<file path="src/sv/depth_roi_to_point_macros.svh">
// Assertion macros used by the depth-to-point back end.
`ifndef DEPTH_ROI_TO_POINT_MACROS_SVH
`define DEPTH_ROI_TO_POINT_MACROS_SVH

// Check that a condition holds in the same cycle as its trigger.
`define DR2P_ASSERT_NOW(lbl, trig, cond, msg) \
  lbl: assert property (@(posedge clk) disable iff (rst) (trig) |-> (cond)) else $error(msg);

// Check that a condition holds in the cycle after its trigger.
`define DR2P_ASSERT_NEXT(lbl, trig, cond, msg) \
  lbl: assert property (@(posedge clk) disable iff (rst) (trig) |=> (cond)) else $error(msg);

`endif

</file>
<file path="src/sv/dr2p_pkg.sv">
// Types and constants shared by the depth-to-point unprojection block.
package dr2p_pkg;

  localparam int MAX_DIM      = 4096;
  localparam int MAX_DEPTH_MM = 2500;

  localparam int DIM_W      = 12;
  localparam int GAIN_W     = 16;
  localparam int DEPTH_W    = 16;
  localparam int COORD_W    = 16;
  localparam int Z_W        = 12;
  localparam int CFG_DATA_W = 16;
  localparam int REG_IDX_W  = 3;
  localparam int FRAC_W     = 16;

  localparam int CNT_W = $clog2(MAX_DIM);
  localparam int CMP_W = (CNT_W > DIM_W) ? CNT_W : DIM_W;

  localparam int P1_W = CMP_W + GAIN_W;
  localparam int P2_W = P1_W + DEPTH_W;

  localparam int QUEUE_DEPTH = 4;
  localparam int QPTR_W      = $clog2(QUEUE_DEPTH);
  localparam int QCNT_W      = $clog2(QUEUE_DEPTH + 1);

  typedef enum logic [REG_IDX_W-1:0] {
    REG_IMAGE_WIDTH  = 3'd0,
    REG_IMAGE_HEIGHT = 3'd1,
    REG_ROI_COL_LO   = 3'd2,
    REG_ROI_COL_HI   = 3'd3,
    REG_ROI_ROW_LO   = 3'd4,
    REG_ROI_ROW_HI   = 3'd5,
    REG_X_GAIN       = 3'd6,
    REG_Y_GAIN       = 3'd7
  } reg_idx_t;

  // Frame geometry seen by the front end
  typedef struct packed {
    logic [DIM_W-1:0] image_width;
    logic [DIM_W-1:0] image_height;
    logic [DIM_W-1:0] roi_col_lo;
    logic [DIM_W-1:0] roi_col_hi;
    logic [DIM_W-1:0] roi_row_lo;
    logic [DIM_W-1:0] roi_row_hi;
  } geom_t;

  // One classified pixel, queued between front and back
  typedef struct packed {
    logic               keep;
    logic               neg_x;
    logic [CMP_W-1:0]   mag_x;
    logic               neg_y;
    logic [CMP_W-1:0]   mag_y;
    logic [DEPTH_W-1:0] depth;
    logic               frame_end;
  } pix_t;

endpackage

</file>
<file path="src/sv/dr2p_front.sv">
// Front end: pixel counters, region and depth check, centre offsets.
module dr2p_front (
  input  logic                         clk,
  input  logic                         rst,
  input  dr2p_pkg::geom_t              geom,
  input  logic                         in_valid,
  output logic                         in_ready,
  input  logic [dr2p_pkg::DEPTH_W-1:0] depth_mm,
  input  logic                         q_full,
  output logic                         q_push,
  output dr2p_pkg::pix_t               q_item
);
  import dr2p_pkg::*;

  logic [CNT_W-1:0] col_count, col_count_next;
  logic [CNT_W-1:0] row_count, row_count_next;

  logic [CMP_W-1:0] col_x, row_x;
  logic [CMP_W-1:0] width_x, height_x;
  logic [CMP_W-1:0] last_col, last_row;
  logic [CMP_W:0]   diff_x, diff_y, negd_x, negd_y;
  logic             col_last, row_last, in_roi, depth_ok;

  assign in_ready = !q_full;
  assign q_push   = in_valid && in_ready;

  // Widen everything to one compare width
  assign col_x    = CMP_W'(col_count);
  assign row_x    = CMP_W'(row_count);
  assign width_x  = CMP_W'(geom.image_width);
  assign height_x = CMP_W'(geom.image_height);

  // A zero-sized axis counts as one
  assign last_col = (width_x == '0)  ? '0 : width_x - 1'b1;
  assign last_row = (height_x == '0) ? '0 : height_x - 1'b1;
  assign col_last = col_x >= last_col;
  assign row_last = row_x >= last_row;

  assign in_roi = (col_x >= CMP_W'(geom.roi_col_lo)) && (col_x <= CMP_W'(geom.roi_col_hi)) &&
                  (row_x >= CMP_W'(geom.roi_row_lo)) && (row_x <= CMP_W'(geom.roi_row_hi));
  assign depth_ok = (depth_mm != '0) &&
                    ({1'b0, depth_mm} < (DEPTH_W + 1)'(MAX_DEPTH_MM));

  // Signed offset from the frame centre, split into sign and magnitude
  assign diff_x = {1'b0, col_x} - {1'b0, width_x >> 1};
  assign diff_y = {1'b0, row_x} - {1'b0, height_x >> 1};
  assign negd_x = ~diff_x + 1'b1;
  assign negd_y = ~diff_y + 1'b1;

  always_comb begin
    q_item.keep      = in_roi && depth_ok;
    q_item.neg_x     = diff_x[CMP_W];
    q_item.mag_x     = diff_x[CMP_W] ? negd_x[CMP_W-1:0] : diff_x[CMP_W-1:0];
    q_item.neg_y     = diff_y[CMP_W];
    q_item.mag_y     = diff_y[CMP_W] ? negd_y[CMP_W-1:0] : diff_y[CMP_W-1:0];
    q_item.depth     = depth_mm;
    q_item.frame_end = col_last && row_last;
  end

  // Advance the counters, row is the inner loop
  always_comb begin
    col_count_next = col_count;
    row_count_next = row_count;
    if (row_last) begin
      row_count_next = '0;
      if (col_last) begin
        col_count_next = '0;
      end else if (col_count == CNT_W'(MAX_DIM - 1)) begin
        col_count_next = '0;
      end else begin
        col_count_next = col_count + 1'b1;
      end
    end else if (row_count == CNT_W'(MAX_DIM - 1)) begin
      row_count_next = '0;
    end else begin
      row_count_next = row_count + 1'b1;
    end
  end

  always_ff @(posedge clk) begin
    if (rst) begin
      col_count <= '0;
      row_count <= '0;
    end else if (q_push) begin
      col_count <= col_count_next;
      row_count <= row_count_next;
    end
  end

endmodule

</file>
<file path="src/sv/dr2p_queue.sv">
// Short first-in first-out queue of classified pixels.
module dr2p_queue (
  input  logic           clk,
  input  logic           rst,
  input  logic           push,
  input  dr2p_pkg::pix_t push_item,
  output logic           full,
  input  logic           pop,
  output dr2p_pkg::pix_t pop_item,
  output logic           empty
);
  import dr2p_pkg::*;

  pix_t              slots [QUEUE_DEPTH];
  logic [QPTR_W-1:0] wr_ptr, rd_ptr;
  logic [QCNT_W-1:0] count;

  assign full     = count == QCNT_W'(QUEUE_DEPTH);
  assign empty    = count == '0;
  assign pop_item = slots[rd_ptr];

  // Store the incoming transfer
  always_ff @(posedge clk) begin
    if (push) begin
      slots[wr_ptr] <= push_item;
    end
  end

  // Advance pointers and occupancy
  always_ff @(posedge clk) begin
    if (rst) begin
      wr_ptr <= '0;
      rd_ptr <= '0;
      count  <= '0;
    end else begin
      if (push) begin
        wr_ptr <= (wr_ptr == QPTR_W'(QUEUE_DEPTH - 1)) ? '0 : wr_ptr + 1'b1;
      end
      if (pop) begin
        rd_ptr <= (rd_ptr == QPTR_W'(QUEUE_DEPTH - 1)) ? '0 : rd_ptr + 1'b1;
      end
      case ({push, pop})
        2'b10:   count <= count + 1'b1;
        2'b01:   count <= count - 1'b1;
        default: count <= count;
      endcase
    end
  end

endmodule

</file>
<file path="src/sv/dr2p_back.sv">
// Back end: gain and depth multiplies, flooring, saturation, output register.
module dr2p_back (
  input  logic                                clk,
  input  logic                                rst,
  input  logic [dr2p_pkg::GAIN_W-1:0]         x_gain,
  input  logic [dr2p_pkg::GAIN_W-1:0]         y_gain,
  input  logic                                q_empty,
  input  dr2p_pkg::pix_t                      q_item,
  output logic                                q_pop,
  output logic                                out_valid,
  input  logic                                out_ready,
  output logic                                point_valid,
  output logic signed [dr2p_pkg::COORD_W-1:0] point_x,
  output logic signed [dr2p_pkg::COORD_W-1:0] point_y,
  output logic [dr2p_pkg::Z_W-1:0]            point_z,
  output logic                                frame_end
);
  import dr2p_pkg::*;
  `include "depth_roi_to_point_macros.svh"

  localparam int CEIL_W = P2_W + 1 - FRAC_W;
  localparam int FLR_W  = P2_W - FRAC_W;

  logic advance;

  // Stage one: offset times gain
  logic               v1;
  pix_t               s1_item;
  logic [P1_W-1:0]    s1_px, s1_py;

  // Stage two: times depth
  logic               v2;
  pix_t               s2_item;
  logic [P2_W-1:0]    s2_mag_x, s2_mag_y;

  logic [COORD_W-1:0] x_sat, y_sat;
  logic [Z_W-1:0]     z_sat;

  // Whole pipe moves when the output register is free or being taken
  assign advance = !out_valid || out_ready;
  assign q_pop   = advance && !q_empty;

  // Floor the quotient toward minus infinity, then clamp
  function automatic logic [COORD_W-1:0] floor_sat(input logic neg, input logic [P2_W-1:0] mag);
    logic [P2_W:0]     bumped;
    logic [CEIL_W-1:0] ceil_q;
    logic [FLR_W-1:0]  flr_q;
    logic [COORD_W-1:0] res;
    bumped = {1'b0, mag} + (P2_W + 1)'((1 << FRAC_W) - 1);
    ceil_q = bumped[P2_W:FRAC_W];
    flr_q  = mag[P2_W-1:FRAC_W];
    if (neg) begin
      if (ceil_q > CEIL_W'(1 << (COORD_W - 1))) begin
        res = {1'b1, {(COORD_W - 1){1'b0}}};
      end else begin
        res = ~ceil_q[COORD_W-1:0] + 1'b1;
      end
    end else if (flr_q > FLR_W'((1 << (COORD_W - 1)) - 1)) begin
      res = {1'b0, {(COORD_W - 1){1'b1}}};
    end else begin
      res = flr_q[COORD_W-1:0];
    end
    return res;
  endfunction

  assign x_sat = floor_sat(s2_item.neg_x, s2_mag_x);
  assign y_sat = floor_sat(s2_item.neg_y, s2_mag_y);
  assign z_sat = (s2_item.depth > DEPTH_W'((1 << Z_W) - 1)) ? {Z_W{1'b1}} :
                 s2_item.depth[Z_W-1:0];

  // Payload stages
  always_ff @(posedge clk) begin
    if (advance) begin
      s1_item  <= q_item;
      s1_px    <= P1_W'(q_item.mag_x * x_gain);
      s1_py    <= P1_W'(q_item.mag_y * y_gain);
      s2_item  <= s1_item;
      s2_mag_x <= P2_W'(s1_px * s1_item.depth);
      s2_mag_y <= P2_W'(s1_py * s1_item.depth);
      point_valid <= s2_item.keep;
      point_x     <= s2_item.keep ? x_sat : '0;
      point_y     <= s2_item.keep ? y_sat : '0;
      point_z     <= s2_item.keep ? z_sat : '0;
      frame_end   <= s2_item.frame_end;
    end
  end

  // Stage valid flags
  always_ff @(posedge clk) begin
    if (rst) begin
      v1        <= 1'b0;
      v2        <= 1'b0;
      out_valid <= 1'b0;
    end else if (advance) begin
      v1        <= q_pop;
      v2        <= v1;
      out_valid <= v2;
    end
  end

  `DR2P_ASSERT_NOW(a_rejected_zero, out_valid && !point_valid, point_x == '0 && point_y == '0 && point_z == '0, "rejected pixel carries nonzero coordinates")
  `DR2P_ASSERT_NOW(a_kept_depth, out_valid && point_valid, point_z != '0, "kept pixel has zero depth")
  `DR2P_ASSERT_NEXT(a_stall_hold, v2 && out_valid && !out_ready, v2 && $stable(s2_mag_x) && $stable(s2_mag_y), "stage two moved during a stall")

endmodule

</file>
<file path="src/sv/depth_roi_to_point.sv">
// Top level of the depth-pixel to 3-D point unprojection block.
//
//  channel  | handshake              | payload
//  ---------+------------------------+------------------------------------------
//  input    | in_valid / in_ready    | depth_mm
//  output   | out_valid / out_ready  | point_valid point_x point_y point_z frame_end
//  config   | cfg_we                 | cfg_addr cfg_wdata
//
//  One pixel per clock is taken and one point per clock delivered when both sides flow.
//  From the queue a pixel passes the gain multiply, the depth multiply, and flooring
//  and saturation into the output register; a stalled output holds every stage.
//  The four-entry queue lets the counters keep taking pixels while the output stalls.
//  Synchronous reset restores the default geometry and gains and zeroes the counters.
module depth_roi_to_point (
  input  logic                                  clk,
  input  logic                                  rst,
  input  logic                                  cfg_we,
  input  logic [dr2p_pkg::REG_IDX_W-1:0]        cfg_addr,
  input  logic [dr2p_pkg::CFG_DATA_W-1:0]       cfg_wdata,
  input  logic                                  in_valid,
  output logic                                  in_ready,
  input  logic [dr2p_pkg::DEPTH_W-1:0]          depth_mm,
  output logic                                  out_valid,
  input  logic                                  out_ready,
  output logic                                  point_valid,
  output logic signed [dr2p_pkg::COORD_W-1:0]   point_x,
  output logic signed [dr2p_pkg::COORD_W-1:0]   point_y,
  output logic [dr2p_pkg::Z_W-1:0]              point_z,
  output logic                                  frame_end
);
  import dr2p_pkg::*;

  geom_t             geom;
  logic [GAIN_W-1:0] x_gain, y_gain;

  logic q_push, q_full, q_pop, q_empty;
  pix_t q_in, q_out;

  // Hold the configuration registers
  always_ff @(posedge clk) begin
    if (rst) begin
      geom.image_width  <= DIM_W'(372);
      geom.image_height <= DIM_W'(198);
      geom.roi_col_lo   <= '0;
      geom.roi_col_hi   <= DIM_W'(371);
      geom.roi_row_lo   <= '0;
      geom.roi_row_hi   <= DIM_W'(197);
      x_gain            <= GAIN_W'(220);
      y_gain            <= GAIN_W'(248);
    end else if (cfg_we) begin
      unique case (reg_idx_t'(cfg_addr))
        REG_IMAGE_WIDTH:  geom.image_width  <= cfg_wdata[DIM_W-1:0];
        REG_IMAGE_HEIGHT: geom.image_height <= cfg_wdata[DIM_W-1:0];
        REG_ROI_COL_LO:   geom.roi_col_lo   <= cfg_wdata[DIM_W-1:0];
        REG_ROI_COL_HI:   geom.roi_col_hi   <= cfg_wdata[DIM_W-1:0];
        REG_ROI_ROW_LO:   geom.roi_row_lo   <= cfg_wdata[DIM_W-1:0];
        REG_ROI_ROW_HI:   geom.roi_row_hi   <= cfg_wdata[DIM_W-1:0];
        REG_X_GAIN:       x_gain            <= cfg_wdata[GAIN_W-1:0];
        REG_Y_GAIN:       y_gain            <= cfg_wdata[GAIN_W-1:0];
      endcase
    end
  end

  dr2p_front u_front (
    .clk      (clk),
    .rst      (rst),
    .geom     (geom),
    .in_valid (in_valid),
    .in_ready (in_ready),
    .depth_mm (depth_mm),
    .q_full   (q_full),
    .q_push   (q_push),
    .q_item   (q_in)
  );

  dr2p_queue u_queue (
    .clk       (clk),
    .rst       (rst),
    .push      (q_push),
    .push_item (q_in),
    .full      (q_full),
    .pop       (q_pop),
    .pop_item  (q_out),
    .empty     (q_empty)
  );

  dr2p_back u_back (
    .clk         (clk),
    .rst         (rst),
    .x_gain      (x_gain),
    .y_gain      (y_gain),
    .q_empty     (q_empty),
    .q_item      (q_out),
    .q_pop       (q_pop),
    .out_valid   (out_valid),
    .out_ready   (out_ready),
    .point_valid (point_valid),
    .point_x     (point_x),
    .point_y     (point_y),
    .point_z     (point_z),
    .frame_end   (frame_end)
  );

endmodule
</file>
<file path="config.mk">
export PLATFORM = sky130hd
export DESIGN_NAME = depth_roi_to_point
export DESIGN_NICKNAME = d
export VERILOG_FILES = /design/src/sv/dr2p_pkg.sv /design/src/sv/dr2p_front.sv /design/src/sv/dr2p_queue.sv /design/src/sv/dr2p_back.sv /design/src/sv/depth_roi_to_point.sv
export VERILOG_INCLUDE_DIRS = /design/src /design/src/sv
export SDC_FILE = /design/constraint.sdc
export NUM_CORES = 2
export LEC_CHECK = 0
export BUFFER_PORTS_ARGS = -buffer_cell sky130_fd_sc_hd__buf_4
export CAP_MARGIN = 20
export CELL_PAD_IN_SITES_DETAIL_PLACEMENT = 1
export CELL_PAD_IN_SITES_GLOBAL_PLACEMENT = 2
export CORE_MARGIN = 5
export CORE_UTILIZATION = 23
export CTS_CLUSTER_SIZE = 24
export DETAILED_ROUTE_END_ITERATION = 10
export HOLD_SLACK_MARGIN = 0.02
export PLACE_DENSITY = 0.56
export SLEW_MARGIN = 10
export SYNTH_ARGS = -nofsm -noshare
export SYNTH_HDL_FRONTEND = slang
export SYNTH_SLANG_ARGS = --single-unit
</file>
<file path="constraint.sdc">
create_clock -name clk -period 7.8 [get_ports clk]
set_input_delay 0.39 -clock clk [delete_from_list [all_inputs] [get_ports clk]]
set_output_delay 0.39 -clock clk [all_outputs]
set_load 0.01 [all_outputs]
</file>
==> reports/metrics.csv <==
stage,metric,value,unit
synth,yosys warns,0,
critical_path,crit path DAT,7.76,ns
cells_and_area,final layout net count,8245,
cells_and_area,"most common cell after layout, fill and taps aside",inv_1,
critical_path,Crit Path Max Fanout,26,
synth,mux contribution to synthesized area,1.64,%
synth,Unique masters post-synth,89,
floorplanning,I/O Pins,88,
synth,synthesized area per cell,9.64,µm²
synth,synthesized net count,8199,
cells_and_area,Reg area,15000,µm²
drt,Post-Route WL,192,mm
critical_path,crit start category,flop,
drt,wire per inst,18.3,µm
floorplanning,Die Ht,539,µm
global_route,global route total overflow,0,
timing,headroom to the max-slew limit,30.1,%
synth,ys async rst share,0,%
floorplanning,Core Box Area,279000,µm²
cts,H-Tree Depth,3,
cts,CTS Sinks,546,
global_route,global routing met1 resource utilization,17.9,%
critical_path,kind of critical path,flop to flop,
global_route,largest net degree at the start of global routing,85,
cts,"Clk pin slew, worst setup/hold paths",0.06,ns
critical_path,CP endpoint kind,flop,
synth,Post-synth EDFFs,406,
cells_and_area,Area Overhead vs Synth,13.0,%
floorplanning,Initial Utilization,23.1,%
global_route,met3 GRT Util,1.70,%
timing,# setup viols final,0,
synth,synthesized flop and latch total,546,
drt,Vias per Instance,4.33,
synth,top cell type by total area after synthesis,fa_1,
synth,Synth Area in XOR/XNOR,2.47,%
run,MaxCap Viol Count,0,
drt,Vias,45500,
global_route,first-pass GRT wire length,306,mm
timing,RSZ-0062 raised after global routing,false,
synth,post-synthesis adder-cell area fraction,40.5,%
timing,Hold Fails Final Rpt,0,
synth,"Seq/Total Area, Yosys",23.3,%
timing,Clock Skew,0.0388,ns
cells_and_area,final core utilization,26.1,%
place,GPL Wtd Cong,0.772,
timing,Sum Neg Setup Slack,0,ns
synth,largest family of logic cells by synthesized area,adder cells,
drt,DR pass1 iterations,5,
timing,fin. max-slew vios,0,
drt,Post-route DRC,0,
drt,Antenna Violating Nets Remaining,0,
timing,Final period util,93.9,%
cts,root buf cell,clkbuf_16,
synth,mapped cell area,64400,µm²
timing,minimum clock period after layout,7.32,ns
floorplanning,Die Span X,539,µm
synth,top_reg_cell synth,edfxtp_1,
timing,slew at the pin with the worst max-slew slack,1.04,ns
cts,Longest Clk Path Bufs,3,
run_status,outcome,finished clean,
critical_path,Worst Path Required,8.24,ns
hold_path,HP Class,input pin to flop,
place,I/O Buffers,87,
cts,CTS tree,done,
floorplanning,die footprint,291000,µm²
cells_and_area,share of cells above drive strength 1,6.32,%
cells_and_area,area taken by multi-input logic gates,43700,µm²
global_route,vias in the first global route,52100,
cells_and_area,Layout fillers,32100,
global_route,total track usage,13.3,%
drt,Initial DRC Count,1732,
cts,clock latency on the worst-skew pair,0.72,ns
timing,maximum clock frequency,137,MHz
global_route,M2 GR Usage,23.0,%
synth,Cells after Synth,6680,
global_route,Top Usage Layer GRT,met2,
cts,CTS Buf Count,74,
cts,CTS resizes,0,
synth,post-synth top area share,31.3,%
cells_and_area,"commonest non-fill, non-tap cells in the layout","inv_1 (1231), nand2_1 (1106), fa_1 (1007)",
global_route,initial antenna violation count,11,
synth,compound-cell area share of the yosys netlist,6.72,%
synth,"top cells by area, synth","fa_1 (31%), edfxtp_1 (19%), ha_1 (9.2%)",
floorplanning,site row count,194,
synth,Post-Synth Simple-Gate Area,16.5,%
place,dpl hpwl,152,mm
[per-layer routing]
metal | vias up | share of wire (%) | routed length (µm)
met5 | - | 0 | 0
met3 | 171 | 3.0 | 5800
met2 | 495 | 48 | 92800
met1 | 23700 | 47 | 89600
li1 | 21100 | - | -
met4 | 0 | 2.0 | 3860
[per-stage QoR]
stage	setup slack [ns]	std cells	area [µm²]	hold slack, ns
floorplan	0.573	6680	64400	0.400
global placement	0.222	10300	69900	0.407
detailed placement	0.240	10300	69900	0.406
CTS	0.230	10500	72700	0.0495
global route	0.0456	10500	72800	0.0983
finish	0.479	10500	72800	0.122
[repair_timing]
| action | 4_1_cts | 5_1_grt |
|---|---|---|
| setup endpoints to repair | 0 | 1 |
| hold endpoints to repair | 154 | 0 |
| hold buffers | 32 | 0 |
| setup buffers | 0 | 2 |
[area by class of cell]
cell class                      count  share of cell area, %
Antenna cell                        1                0.00344
Clock buffer                       87                   2.67
Clock inverter                     50                  0.817
Inverter                         1233                   6.37
Multi-Input combinational cell   4613                   60.0
Sequential cell                   546                   20.6
Tap cell                         3724                   6.40
Timing Repair Buffer              258                   3.08
[cell families after synthesis]
kind of cell / Yosys count
xor+xnor: 182
simple gates: 2225
flops: 546
fa+ha+maj: 1479
mux: 50
compound gates: 677
buf+inv: 1521
[synth_stat cells, drive strengths merged, types with 38 or more instances]
library cell,n
a21o,78
a21oi,246
and2,531
clkbuf,269
dfxtp,140
edfxtp,406
fa,1007
ha,472
inv,1232
mux4,44
nand2,1106
nand2b,38
nand3,63
nor2,196
nor3,69
o21ai,123
xnor2,131
xor2,51
[registers in the layout, indices dropped and copies added (netlist names), 20 cells and up, named ones only]
register,cells
u_back.s1_px,28
u_queue.slots,176
u_back.s1_item,20
u_back.s2_mag_x,44
u_back.s2_item,20
geom,72
u_back.s1_py,28
u_back.s2_mag_y,44
[critical path, cell delays in order (launching register included)]
cell and delay (ns):
edfxtp_1 0.66, buf_12 0.24, nand2_1 0.10, fa_1 0.51
fa_1 0.53, fa_1 0.51, inv_1 0.05, fa_1 0.52
fa_1 0.49, inv_1 0.05, fa_1 0.48, inv_1 0.04
ha_1 0.38, a21o_1 0.17, a21oi_1 0.10, nand3_1 0.10
o31ai_1 0.08, buf_4 0.16, o31ai_1 0.78, a21oi_1 0.30
a41oi_1 0.37, a21o_1 0.16, a21oi_1 0.07, xnor2_1 0.13
[final timing paths]
| check | from | end | slack (ns) | cells past startpoint |
|---|---|---|---|---|
| max reg2reg | u_back.s1_item[3]$_DFFE_PP_ | u_back.s2_mag_x[36]$_DFFE_PP_ | 0.48 | 23 |
| max | u_back.s1_item[3]$_DFFE_PP_ | u_back.s2_mag_x[36]$_DFFE_PP_ | 0.48 | 23 |
| min reg2reg | u_back.s1_item[42]$_DFFE_PP_ | u_back.s2_item[42]$_DFFE_PP_ | 0.42 | 0 |
| min | out_ready | u_back.out_valid$_SDFFE_PP0P_ | 0.12 | 4 |
Power is not shown: default switching activity piles up to over one toggle a cycle in this logic, so the estimate is an artifact.
